<file path="src/design/sct_pkg.sv">
// Shared types, token codes and byte constants for the shell command tokenizer.
// Used by sct_lexer, sct_result_fifo and shell_command_tokenizer_core.
package sct_pkg;

  localparam int unsigned LINE_MAX   = 1024;
  localparam int unsigned FIFO_DEPTH = 4;

  localparam int unsigned KIND_W   = 4;
  localparam int unsigned START_W  = 10;
  localparam int unsigned LENGTH_W = 11;
  localparam int unsigned CAUSE_W  = 2;

  typedef enum logic [KIND_W-1:0] {
    KIND_WORD   = 4'd0,
    KIND_AND    = 4'd1,
    KIND_OR     = 4'd2,
    KIND_PIPE   = 4'd3,
    KIND_LT     = 4'd4,
    KIND_GT     = 4'd5,
    KIND_SEMI   = 4'd6,
    KIND_LPAREN = 4'd7,
    KIND_RPAREN = 4'd8,
    KIND_EOF    = 4'd9,
    KIND_ERROR  = 4'd10
  } kind_e;

  typedef enum logic [CAUSE_W-1:0] {
    CAUSE_NONE     = 2'd0,
    CAUSE_LONE_AMP = 2'd1,
    CAUSE_TOO_LONG = 2'd2
  } cause_e;

  typedef enum logic [1:0] {
    PEND_NONE = 2'd0,
    PEND_AMP  = 2'd1,
    PEND_PIPE = 2'd2
  } pend_e;

  localparam logic [7:0] CH_NUL    = 8'h00;
  localparam logic [7:0] CH_TAB    = 8'h09;
  localparam logic [7:0] CH_LF     = 8'h0A;
  localparam logic [7:0] CH_VT     = 8'h0B;
  localparam logic [7:0] CH_FF     = 8'h0C;
  localparam logic [7:0] CH_CR     = 8'h0D;
  localparam logic [7:0] CH_SPACE  = 8'h20;
  localparam logic [7:0] CH_AMP    = 8'h26;
  localparam logic [7:0] CH_PIPE   = 8'h7C;
  localparam logic [7:0] CH_LT     = 8'h3C;
  localparam logic [7:0] CH_GT     = 8'h3E;
  localparam logic [7:0] CH_SEMI   = 8'h3B;
  localparam logic [7:0] CH_LPAREN = 8'h28;
  localparam logic [7:0] CH_RPAREN = 8'h29;

  typedef struct packed {
    kind_e                kind;
    logic [START_W-1:0]   start_res;
    logic [LENGTH_W-1:0]  length;
    cause_e               error_cause;
    logic                 last;
  } token_t;

  typedef struct packed {
    logic [1:0]       num;
    token_t [1:0]     tok;
  } push_t;

  function automatic token_t mk_token(kind_e kind, logic [START_W-1:0] start_res,
                                      logic [LENGTH_W-1:0] length, cause_e cause);
    token_t t;
    t.kind        = kind;
    t.start_res   = start_res;
    t.length      = length;
    t.error_cause = cause;
    t.last        = 1'b0;
    return t;
  endfunction

endpackage

</file>
<file path="src/design/sct_lexer.sv">
// Line state and per-byte token logic of the shell command tokenizer.
// Produces up to two tokens per accepted byte; depends on sct_pkg.
module sct_lexer #(
  parameter int unsigned LineMax = sct_pkg::LINE_MAX
) (
  input  logic          clk_i,
  input  logic          rst_ni,
  input  logic          accept_i,
  input  logic [7:0]    ch_i,
  output sct_pkg::push_t push_o
);

  localparam int unsigned PosW = $clog2(LineMax + 1);

  logic [PosW-1:0]  pos_q, pos_d;
  logic [PosW-1:0]  wstart_q, wstart_d;
  logic             in_word_q, in_word_d;
  sct_pkg::pend_e   pend_q, pend_d;
  logic             disc_q, disc_d;

  logic [PosW-1:0]  pos_m1;
  logic [PosW-1:0]  word_len;
  logic             is_blank;
  logic             is_meta;
  logic             is_nul;
  logic [1:0]       cnt;
  sct_pkg::token_t [1:0] tok;

  assign pos_m1   = pos_q - PosW'(1);
  assign word_len = pos_q - wstart_q;
  assign is_nul   = (ch_i == sct_pkg::CH_NUL);
  assign is_blank = ch_i inside {sct_pkg::CH_SPACE, sct_pkg::CH_TAB, sct_pkg::CH_LF,
                                 sct_pkg::CH_VT, sct_pkg::CH_FF, sct_pkg::CH_CR};
  assign is_meta  = ch_i inside {sct_pkg::CH_LT, sct_pkg::CH_GT, sct_pkg::CH_PIPE,
                                 sct_pkg::CH_AMP, sct_pkg::CH_SEMI, sct_pkg::CH_LPAREN,
                                 sct_pkg::CH_RPAREN};

  always_comb begin
    pos_d     = pos_q;
    wstart_d  = wstart_q;
    in_word_d = in_word_q;
    pend_d    = pend_q;
    disc_d    = disc_q;
    cnt       = 2'd0;
    tok       = '0;

    if (disc_q) begin
      if (is_nul) begin
        tok[0]    = sct_pkg::mk_token(sct_pkg::KIND_EOF, '0, '0, sct_pkg::CAUSE_NONE);
        cnt       = 2'd1;
        pos_d     = '0;
        wstart_d  = '0;
        in_word_d = 1'b0;
        pend_d    = sct_pkg::PEND_NONE;
        disc_d    = 1'b0;
      end
    end else if (!is_nul && (pos_q >= PosW'(LineMax))) begin
      tok[0]    = sct_pkg::mk_token(sct_pkg::KIND_ERROR, '0, '0, sct_pkg::CAUSE_TOO_LONG);
      cnt       = 2'd1;
      in_word_d = 1'b0;
      pend_d    = sct_pkg::PEND_NONE;
      disc_d    = 1'b1;
    end else if (pend_q == sct_pkg::PEND_AMP) begin
      pend_d = sct_pkg::PEND_NONE;
      if (ch_i == sct_pkg::CH_AMP) begin
        tok[0] = sct_pkg::mk_token(sct_pkg::KIND_AND, sct_pkg::START_W'(pos_m1), '0,
                                   sct_pkg::CAUSE_NONE);
        cnt    = 2'd1;
        pos_d  = pos_q + PosW'(1);
      end else begin
        tok[0] = sct_pkg::mk_token(sct_pkg::KIND_ERROR, sct_pkg::START_W'(pos_m1), '0,
                                   sct_pkg::CAUSE_LONE_AMP);
        cnt    = 2'd1;
        if (is_nul) begin
          tok[1]    = sct_pkg::mk_token(sct_pkg::KIND_EOF, '0, '0, sct_pkg::CAUSE_NONE);
          cnt       = 2'd2;
          pos_d     = '0;
          wstart_d  = '0;
          in_word_d = 1'b0;
        end else begin
          disc_d = 1'b1;
        end
      end
    end else if ((pend_q == sct_pkg::PEND_PIPE) && (ch_i == sct_pkg::CH_PIPE)) begin
      pend_d = sct_pkg::PEND_NONE;
      tok[0] = sct_pkg::mk_token(sct_pkg::KIND_OR, sct_pkg::START_W'(pos_m1), '0,
                                 sct_pkg::CAUSE_NONE);
      cnt    = 2'd1;
      pos_d  = pos_q + PosW'(1);
    end else begin
      if (pend_q == sct_pkg::PEND_PIPE) begin
        pend_d = sct_pkg::PEND_NONE;
        tok[0] = sct_pkg::mk_token(sct_pkg::KIND_PIPE, sct_pkg::START_W'(pos_m1), '0,
                                   sct_pkg::CAUSE_NONE);
        cnt    = 2'd1;
      end
      if (in_word_q && (is_nul || is_blank || is_meta)) begin
        tok[cnt[0]] = sct_pkg::mk_token(sct_pkg::KIND_WORD, sct_pkg::START_W'(wstart_q),
                                        sct_pkg::LENGTH_W'(word_len), sct_pkg::CAUSE_NONE);
        cnt       = cnt + 2'd1;
        in_word_d = 1'b0;
      end
      if (is_nul) begin
        tok[cnt[0]] = sct_pkg::mk_token(sct_pkg::KIND_EOF, '0, '0, sct_pkg::CAUSE_NONE);
        cnt       = cnt + 2'd1;
        pos_d     = '0;
        wstart_d  = '0;
        in_word_d = 1'b0;
        pend_d    = sct_pkg::PEND_NONE;
      end else begin
        pos_d = pos_q + PosW'(1);
        if (is_blank) begin
          pend_d = sct_pkg::PEND_NONE;
        end else if (ch_i == sct_pkg::CH_AMP) begin
          pend_d = sct_pkg::PEND_AMP;
        end else if (ch_i == sct_pkg::CH_PIPE) begin
          pend_d = sct_pkg::PEND_PIPE;
        end else if (is_meta) begin
          tok[cnt[0]] = sct_pkg::mk_token(sct_pkg::KIND_LT, sct_pkg::START_W'(pos_q), '0,
                                          sct_pkg::CAUSE_NONE);
          case (ch_i)
            sct_pkg::CH_LT:     tok[cnt[0]].kind = sct_pkg::KIND_LT;
            sct_pkg::CH_GT:     tok[cnt[0]].kind = sct_pkg::KIND_GT;
            sct_pkg::CH_SEMI:   tok[cnt[0]].kind = sct_pkg::KIND_SEMI;
            sct_pkg::CH_LPAREN: tok[cnt[0]].kind = sct_pkg::KIND_LPAREN;
            default:            tok[cnt[0]].kind = sct_pkg::KIND_RPAREN;
          endcase
          cnt = cnt + 2'd1;
        end else if (!in_word_q) begin
          in_word_d = 1'b1;
          wstart_d  = pos_q;
        end
      end
    end

    if (cnt != 2'd0) begin
      tok[!cnt[0]].last = 1'b1;
    end
  end

  assign push_o.num = accept_i ? cnt : 2'd0;
  assign push_o.tok = tok;

  always_ff @(posedge clk_i or negedge rst_ni) begin
    if (!rst_ni) begin
      pos_q     <= '0;
      wstart_q  <= '0;
      in_word_q <= 1'b0;
      pend_q    <= sct_pkg::PEND_NONE;
      disc_q    <= 1'b0;
    end else if (accept_i) begin
      pos_q     <= pos_d;
      wstart_q  <= wstart_d;
      in_word_q <= in_word_d;
      pend_q    <= pend_d;
      disc_q    <= disc_d;
    end
  end

endmodule

</file>
<file path="src/design/sct_result_fifo.sv">
// Result queue of the shell command tokenizer: two writes, one read per cycle.
// Holds finished tokens until the output side takes them; depends on sct_pkg.
module sct_result_fifo #(
  parameter int unsigned Depth = sct_pkg::FIFO_DEPTH
) (
  input  logic            clk_i,
  input  logic            rst_ni,
  input  sct_pkg::push_t  push_i,
  input  logic            pop_i,
  output logic            full2_o,
  output logic            valid_o,
  output sct_pkg::token_t tok_o
);

  localparam int unsigned PtrW = $clog2(Depth);
  localparam int unsigned CntW = $clog2(Depth + 1);

  sct_pkg::token_t [Depth-1:0] mem_q;
  logic [PtrW-1:0] wr_q, wr_d, wr_p1, rd_q, rd_d;
  logic [CntW-1:0] cnt_q, cnt_d;
  logic            pop;

  function automatic logic [PtrW-1:0] inc(logic [PtrW-1:0] p);
    return (p == PtrW'(Depth - 1)) ? '0 : p + PtrW'(1);
  endfunction

  assign pop     = pop_i && (cnt_q != '0);
  assign wr_p1   = inc(wr_q);
  assign valid_o = (cnt_q != '0);
  assign tok_o   = mem_q[rd_q];
  assign full2_o = (cnt_q > CntW'(Depth - 2));

  always_comb begin
    wr_d = wr_q;
    case (push_i.num)
      2'd1:    wr_d = wr_p1;
      2'd2:    wr_d = inc(wr_p1);
      default: wr_d = wr_q;
    endcase
    rd_d  = pop ? inc(rd_q) : rd_q;
    cnt_d = cnt_q + CntW'(push_i.num) - CntW'(pop);
  end

  always_ff @(posedge clk_i) begin
    if (push_i.num != 2'd0) begin
      mem_q[wr_q] <= push_i.tok[0];
    end
    if (push_i.num == 2'd2) begin
      mem_q[wr_p1] <= push_i.tok[1];
    end
  end

  always_ff @(posedge clk_i or negedge rst_ni) begin
    if (!rst_ni) begin
      wr_q  <= '0;
      rd_q  <= '0;
      cnt_q <= '0;
    end else begin
      wr_q  <= wr_d;
      rd_q  <= rd_d;
      cnt_q <= cnt_d;
    end
  end

endmodule

</file>
<file path="src/design/shell_command_tokenizer_core.sv">
// Top level of the shell command tokenizer: byte lexer feeding a result queue.
// Depends on sct_pkg, sct_lexer and sct_result_fifo.
//
//   channel | direction | handshake                  | payload
//   input   | in        | in_valid_i / in_stall_o    | ch_i
//   output  | out       | out_valid_o / out_stall_i  | kind_o start_res_o length_o
//           |           |                            | error_cause_o last_o
//
// One byte is taken per cycle unless in_stall_o is high; its tokens enter the queue
// at the same edge and show on the output from the next cycle at the earliest, one
// token per cycle unless out_stall_i is high. A byte that yields two tokens puts
// both in the queue, whose depth (FIFO_DEPTH) lets input continue while they drain.
// in_stall_o rises when fewer than two queue entries are free.
// Reset clears line state and the queue; no result is pending after reset.
module shell_command_tokenizer_core #(
  parameter int unsigned LineMax   = sct_pkg::LINE_MAX,
  parameter int unsigned FifoDepth = sct_pkg::FIFO_DEPTH
) (
  input  logic                          clk_i,
  input  logic                          rst_ni,
  input  logic                          in_valid_i,
  output logic                          in_stall_o,
  input  logic [7:0]                    ch_i,
  output logic                          out_valid_o,
  input  logic                          out_stall_i,
  output logic [sct_pkg::KIND_W-1:0]    kind_o,
  output logic [sct_pkg::START_W-1:0]   start_res_o,
  output logic [sct_pkg::LENGTH_W-1:0]  length_o,
  output logic [sct_pkg::CAUSE_W-1:0]   error_cause_o,
  output logic                          last_o
);

  sct_pkg::push_t  push;
  sct_pkg::token_t tok;
  logic            full2;
  logic            accept;

  assign in_stall_o = full2;
  assign accept     = in_valid_i && !full2;

  sct_lexer #(
    .LineMax (LineMax)
  ) u_lexer (
    .clk_i    (clk_i),
    .rst_ni   (rst_ni),
    .accept_i (accept),
    .ch_i     (ch_i),
    .push_o   (push)
  );

  sct_result_fifo #(
    .Depth (FifoDepth)
  ) u_fifo (
    .clk_i   (clk_i),
    .rst_ni  (rst_ni),
    .push_i  (push),
    .pop_i   (!out_stall_i),
    .full2_o (full2),
    .valid_o (out_valid_o),
    .tok_o   (tok)
  );

  assign kind_o        = tok.kind;
  assign start_res_o   = tok.start_res;
  assign length_o      = tok.length;
  assign error_cause_o = tok.error_cause;
  assign last_o        = tok.last;

endmodule
</file>
<file path="config.mk">
export PLATFORM = sky130hd
export DESIGN_NAME = shell_command_tokenizer_core
export DESIGN_NICKNAME = d
export VERILOG_FILES = /design/src/design/sct_pkg.sv /design/src/design/sct_lexer.sv /design/src/design/sct_result_fifo.sv /design/src/design/shell_command_tokenizer_core.sv
export SDC_FILE = /design/constraint.sdc
export NUM_CORES = 1
export LEC_CHECK = 0
export BUFFER_PORTS_ARGS = -buffer_cell sky130_fd_sc_hd__buf_2
export CORE_MARGIN = 3
export CORE_UTILIZATION = 40
export DETAILED_ROUTE_END_ITERATION = 8
export GPL_TIMING_DRIVEN = 1
export PLACE_DENSITY_LB_ADDON = 0.2
export SLEW_MARGIN = 20
export SYNTH_ARGS = -nofsm -noshare
export SYNTH_HDL_FRONTEND = slang
export SYNTH_SLANG_ARGS = --single-unit
</file>
<file path="constraint.sdc">
create_clock -name clk_i -period 3.6 [get_ports clk_i]
set_input_delay 0.72 -clock clk_i [delete_from_list [all_inputs] [get_ports clk_i]]
set_output_delay 0.72 -clock clk_i [all_outputs]
set_load 0.02 [all_outputs]
</file>
======== Word-level counts from Yosys, hierarchy flattened ========
Index checks and enable logic that the tools add are counted.
word-level totals
  latch bits .............................. 0
  RAM bits ................................ 0
  register bits after elaboration ......... 145
  bits of input ports ..................... 12
  word-level logic and storage cells ...... 240
  memories ................................ 0
  memory bits (read-only) ................. 0
cells by class
  magnitude comparators ................... 13
  div/mod/pow operators ................... 0
  eq/ne operators ......................... 31
  add/sub/neg operators ................... 10
  bitwise gates (word level) .............. 3
  muxes and demuxes ....................... 127
  shifts and indexed selects .............. 0
  reductions and logical operators ........ 28
  $mul .................................... 0
operator list
  cell                                                  count
  2-to-1 mux 56 bit                                     12
  2-to-1 mux 28 bit                                     19
  bitwise mux 56 bit                                    8
  bitwise mux 112 bit                                   2
  2-to-1 mux 112 bit                                    2
  case mux 56 bit (4 select lines)                      1
  2-to-1 mux 11 bit                                     19
  demux 28 bit (select 1 bit)                           4
  demux 28 bit (select 2 bit)                           2
  2-to-1 mux 2 bit                                      34
  binary-select mux 28 bit (select 2 bit)               1
  equality test 8 x 6 -> 1 bit (second input constant)  7
  bitwise AND 52 bit                                    1
  inverter 52 bit                                       1
  equality test 8 x 4 -> 1 bit (second input constant)  5
  2-to-1 mux 26 bit                                     1
  2-to-1 mux 1 bit                                      21
  != test 4 x 3 -> 1 bit (second input constant)        3
  adder 11 x 1 -> 11 bit (second input constant)        1
  >= comparator 11 bit (second input constant)          1
  subtractor 11 bit                                     1
  adder 2 x 1 -> 2 bit (second input constant)          5
  equality test 2 bit (second input constant)           5
  logical AND 1 bit                                     10
  30 further kinds                                      46

======== Logic depth before layout (Yosys ltp) ========
  depth after elaboration ................. 34
  mapped depth ............................ 20
  depth with buffers taken out ............ 17

======== Hierarchy ========
A second synthesis with hierarchy kept.
second synthesis, totals
  cells, all modules ...................... 1,058
  area, all modules ....................... 9,280.2 sq um
by module, submodules not included
  module                        area each (sq um)  times used  sequential area each (sq um)  cells an instance
  sct_result_fifo               5,935.7            1           2,417.3                       573
  sct_lexer                     3,326.9            1           650.6                         483
  shell_command_tokenizer_core  17.5               1           0.0                           2

======== Worst setup path after synthesis ========
No wires, ideal clock.
  kind .................................... input port to flip-flop
  from .................................... input ch_i[4]
  to ...................................... register u_fifo.mem_q[108] in the netlist's numbering
  path slack .............................. -962 ps
  data required time ...................... 3,470 ps
  arrival ................................. 4,432 ps
  stages on the path ...................... 18
  buffers on the path ..................... 3
  library setup time ...................... 130 ps
  cell sequence ........................... or4_4 > a31oi_4 > nor3_2 > a21boi_4 > inv_4 > ha_1 > a21boi_1 > o31a_1 > or4_1 > inv_1 > ha_1 > clkbuf_1 > and2_1 > clkbuf_1 > nor2_1 > clkbuf_1 > nand2_1 > o211ai_1
on the way
  longest elaborated chain between the ends .. 32
RTL lines
  element                                                                       line                                source
  start: declaration                                                            shell_command_tokenizer_core.sv:23  input logic [7:0] ch_i,
  equality test 8 x 6 -> 1 bit or equality test 8 x 4 -> 1 bit (tied branches)  sct_lexer.sv:32                     assign is_blank = ch_i inside {sct_pkg::CH_SPACE, sct_pkg::CH_TAB, sct_pkg::CH_LF,
  nonzero test 6 bit                                                            sct_lexer.sv:32
  logical OR 1 bit (2 in series)                                                sct_lexer.sv:97                     if (in_word_q && (is_nul || is_blank || is_meta)) begin
  logical AND 1 bit                                                             sct_lexer.sv:97
  2-to-1 mux 2 bit                                                              sct_lexer.sv:97
  2-to-1 mux 2 bit                                                              sct_lexer.sv:84                     end else if ((pend_q == sct_pkg::PEND_PIPE) && (ch_i == sct_pkg::CH_PIPE)) begin
  2-to-1 mux 2 bit                                                              sct_lexer.sv:63                     end else if (pend_q == sct_pkg::PEND_AMP) begin
  2-to-1 mux 2 bit                                                              sct_lexer.sv:57                     end else if (!is_nul && (pos_q >= PosW'(LineMax))) begin
  [15 not listed]                                                               --
  2-to-1 mux 28 bit                                                             sct_lexer.sv:57
  2-to-1 mux 28 bit                                                             sct_lexer.sv:47                     if (disc_q) begin
  bitwise mux 56 bit                                                            sct_lexer.sv:137                    tok[!cnt[0]].last = 1'b1;
  2-to-1 mux 56 bit                                                             sct_lexer.sv:136                    if (cnt != 2'd0) begin
  bitwise mux 112 bit                                                           sct_result_fifo.sv:46               mem_q[wr_q] <= push_i.tok[0];
  2-to-1 mux 112 bit                                                            sct_result_fifo.sv:45               if (push_i.num != 2'd0) begin
  bitwise mux 112 bit                                                           sct_result_fifo.sv:49               mem_q[wr_p1] <= push_i.tok[1];
  2-to-1 mux 112 bit *                                                          sct_result_fifo.sv:48               if (push_i.num == 2'd2) begin
  end signal: indexed assignment                                                sct_result_fifo.sv:46
  end signal: indexed assignment                                                sct_result_fifo.sv:49
  end: declaration                                                              sct_result_fifo.sv:18               sct_pkg::token_t [Depth-1:0] mem_q;
Every way passes the cells marked *; elsewhere a longest branch is shown, timed or not. The select of a mux whose other input is x is not followed.
A chain may end at the register's enable or synchronous reset.

======== Final worst setup path ========
  from .................................... input ch_i[0]
  to ...................................... register u_fifo.mem_q[81] in the netlist's numbering
Same word-level chain as after synthesis.

==> impl_metrics.json <==
{
  "clock_path_buffers": 2,
  "synthMuxAreaShare_pct": 7.78,
  "grt_antenna_before_repair": 0,
  "clk_pin_slew_ns": 0.07,
  "ant_nets": 0,
  "detail_route.wirelength_um": 32000,
  "finalHoldViolCount": 0,
  "cts_hold_buffers": 0,
  "max_freq_mhz": 273,
  "nets": 1252,
  "synth_seq_cells": 145,
  "crit_arrival_ns": 3.98,
  "ys_types": 84,
  "synth_fa_ha_area_share_pct": 4.52,
  "internal_power_mw": 3.32,
  "grtUsageMet3_pct": 5.06,
  "area_growth_pct": 33.9,
  "via_count": 9228,
  "diodes": 0,
  "grt-ovfl-total": 0,
  "design.core.area_um2": 21400,
  "relSlewSlack_pct": 37.8,
  "tightest_slew_ns": 0.926,
  "gp_congestion": 0.980,
  "failed_checks": "negative setup slack",
  "synth_edf_count": 0,
  "p_switching_mw": 1.74,
  "tritoncts.num_buffers": 17,
  "cts.sinks": 145,
  "worstSetupEndpointType": "flop",
  "grt_pass1_wl_um": 49900,
  "synthArstFlopShare_pct": 22.8,
  "crit_path_start_kind": "input pin",
  "yosys.area.top_type_share_pct": 25.2,
  "drtIter0Drc": 824,
  "ys_seq_area_share_pct": 34.5,
  "crit_path_max_fanout": 7,
  "clkPwrFrac_pct": 36.0,
  "critPathMaxStageDelay_ns": 0.55,
  "grt_pass1_vias": 8818,
  "drive_above_1_share_pct": 34.0,
  "die_x_um": 155,
  "grt_max_degree": 34,
  "cp_slowest_cell": "or4_4",
  "clock_latency_ns": 0.44,
  "clock_skew_ns": 0.0135,
  "slew_violations": 0,
  "p_per_area_nw_per_um2": 424,
  "dp_hpwl_um": 23200,
  "max_cap_violations": 0,
  "ir_worst_vdd_mv": 0.273,
  "critPathBufInv": 5,
  "rows": 53,
  "grt_busiest_layer": "met2",
  "synthXorXnorAreaFrac_pct": 1.77,
  "yosys_warnings": 0,
  "via_per_inst": 6.16,
  "fillers": 1954,
  "comb_power_share_pct": 27.6,
  "synth_flop_cell": "dfxtp_1",
  "syn_avg_cell_area_um2": 8.55,
  "synth_top_family_by_area": "compound AO/OA/AOI/OAI gates",
  "tritoncts": "built",
  "yosysTopAreaCell": "dfxtp_1",
  "grt_use_met1_pct": 35.5,
  "r2r_setup_slack_ns": 0.48,
  "grt_usage_pct": 26.2,
  "start_util_pct": 41.6,
  "worst_ep_required_time_ns": 3.93,
  "status": "complete, but fails checks",
  "finalCriticalPeriod_ns": 3.66,
  "hold_ws_ns": 0.346,
  "hp-class": "input pin to asynchronous set/reset pin",
  "die_h_um": 155,
  "critPathKind": "input pin to flop",
  "grt_setup_unrepaired": "yes",
  "rr_worst_depth": 11,
  "worstPathCellList": "buf_8 > or4_4 > a31oi_4 > nor3_4 > a21boi_4 > inv_4 > ha_4 > a21boi_1 > o31a_1 > or4_4 > ha_4 > buf_6 > buf_4 > nor2b_4 > buf_8 > nor2_4 > a32oi_1 > nand2_1",
  "synth.cell_area_um2": 8900,
  "firstDrtPassIters": 5,
  "synth.most_common_cell": "nand2_1",
  "cts_root_buf": "clkbuf_16",
  "dp_cells": 1450,
  "ctsHtreeMaxLevel": 4,
  "synth_commonest_cells": "nand2_1 (121), dfxtp_1 (112), nor2_1 (73), a21oi_1 (58), o21ai_0 (58)",
  "yosys-top-cells-area": "dfxtp_1 (25%), dfrtp_1 (9.3%), mux4_2 (7.1%)",
  "io_pins": 42,
  "pwr-share-seq_pct": 36.4,
  "timing.rr.end": "u_fifo.mem_q[75]",
  "period_share_pct": 102,
  "yosys.area_share.simple_pct": 22.6,
  "portBuffers": 41,
  "power_leakage_nw": 4.87,
  "fin_tns_setup_ns": -0.477,
  "reg2reg_from": "u_lexer.pend_q[0]",
  "grtUsageMet2_pct": 41.9,
  "worst_slack_ns": -0.0576,
  "netlist_instances": 1042,
  "final_cells": 1497,
  "cpLargestDelayFamily": "simple AND/OR/NAND/NOR gates",
  "wire_per_inst_um": 21.4,
  "swShare_pct": 34.4,
  "setup_violations": 16,
  "syn_nets": 1085,
  "drc": 0,
  "synth_compound_area_share_pct": 24.3,
  "die_area_um2": 24100
}
-- registers in the layout (all words and copies together) (netlist names) --
name	cells
u_fifo.cnt_q	3
u_lexer.in_word_q	1
u_lexer.pos_q	11
u_lexer.pend_q	2
u_fifo.wr_q	2
u_fifo.rd_q	2
u_fifo.mem_q	112
u_lexer.wstart_q	11
u_lexer.disc_q	1
-- cell families after synthesis --
family          Yosys count
simple gates            389
compound gates          323
flops                   145
buf+inv                 102
mux                      34
fa+ha+maj                31
xor+xnor                 18
-- final cells by class --
class | count | area [um^2] | area share [%]
multi-input cells | 796 | 6030 | 50.6
repair buffers | 218 | 1760 | 14.7
flip-flops and latches | 145 | 3070 | 25.7
clock inverters | 13 | 134 | 1.12
well taps | 275 | 344 | 2.89
inverters | 31 | 121 | 1.02
clock buffers | 19 | 464 | 3.89
-- cell usage in the layout (no fill, tap or decap), drive strengths merged, types with 7 or more instances in the layout --
master  instances
o211ai         14
buf           217
a31oi          16
o21ai          96
and2           12
o22ai          21
ha             29
nor3           31
or4             8
nor4           15
xnor2           7
dfxtp         112
clkbuf         20
inv            38
nor2b           9
a21oi          61
nand4           9
a22oi          25
a22o           11
o31ai          12
a211oi         17
a221oi          7
or3            15
xor2           11
a32oi           8
nand2b         13
and3           20
nand2         121
dfrtp          33
nand3          43
nor2           75
mux4           28
-- routing by layer --
layer / vias up / part of all wire, %
li1: 4254 / -
met4: 0 / 3.8
met3: 83 / 7.0
met5: - / 0
met2: 400 / 46
met1: 4491 / 44
-- per-stage QoR --
stage | total power [mW] | setup WS (ns) | area, um^2 | util [%]
6_report | 5.05 | -0.0576 | 11900 | 55.7
5_1_grt | 5.28 | -0.165 | 11900 | 55.7
4_1_cts | 5.04 | -0.0232 | 11600 | 54.3
3_5_place_dp | 3.23 | -0.543 | 10900 | 50.9
3_3_place_gp | 3.22 | -0.468 | 10900 | 50.9
2_1_floorplan | 2.83 | -0.387 | 9700 | -
-- worst max path at each step --
stage / start / endpoint / depth (start not counted)
after floorplan: ch_i[0] / u_fifo.cnt_q[2] / 17
after global placement: ch_i[0] / u_fifo.mem_q[60] / 16
after detailed placement: ch_i[0] / u_fifo.mem_q[6] / 17
after CTS: ch_i[0] / u_fifo.cnt_q[2] / 18
after global routing: ch_i[0] / u_fifo.cnt_q[2] / 18
final: ch_i[0] / u_fifo.mem_q[81] / 18
-- timing repair --
| action | 4_1_cts | 5_1_grt |
|---|---|---|
| resized for setup | 13 | 59 |
| endpoints found under the setup margin | 57 | 104 |
| setup buffers | 5 | 8 |
| pin swaps | 1 | 15 |
| cloned | 1 | 1 |
-- power groups by stage --
stage	clock network, mW	registers [mW]	logic [mW]
global placement	0	1.87	1.35
detailed placement	0	1.87	1.36
CTS	1.83	1.83	1.38
finish	1.82	1.84	1.40
global route	1.90	1.86	1.52
floorplan	0	1.85	0.982
Power figures use the tool's default switching activity.
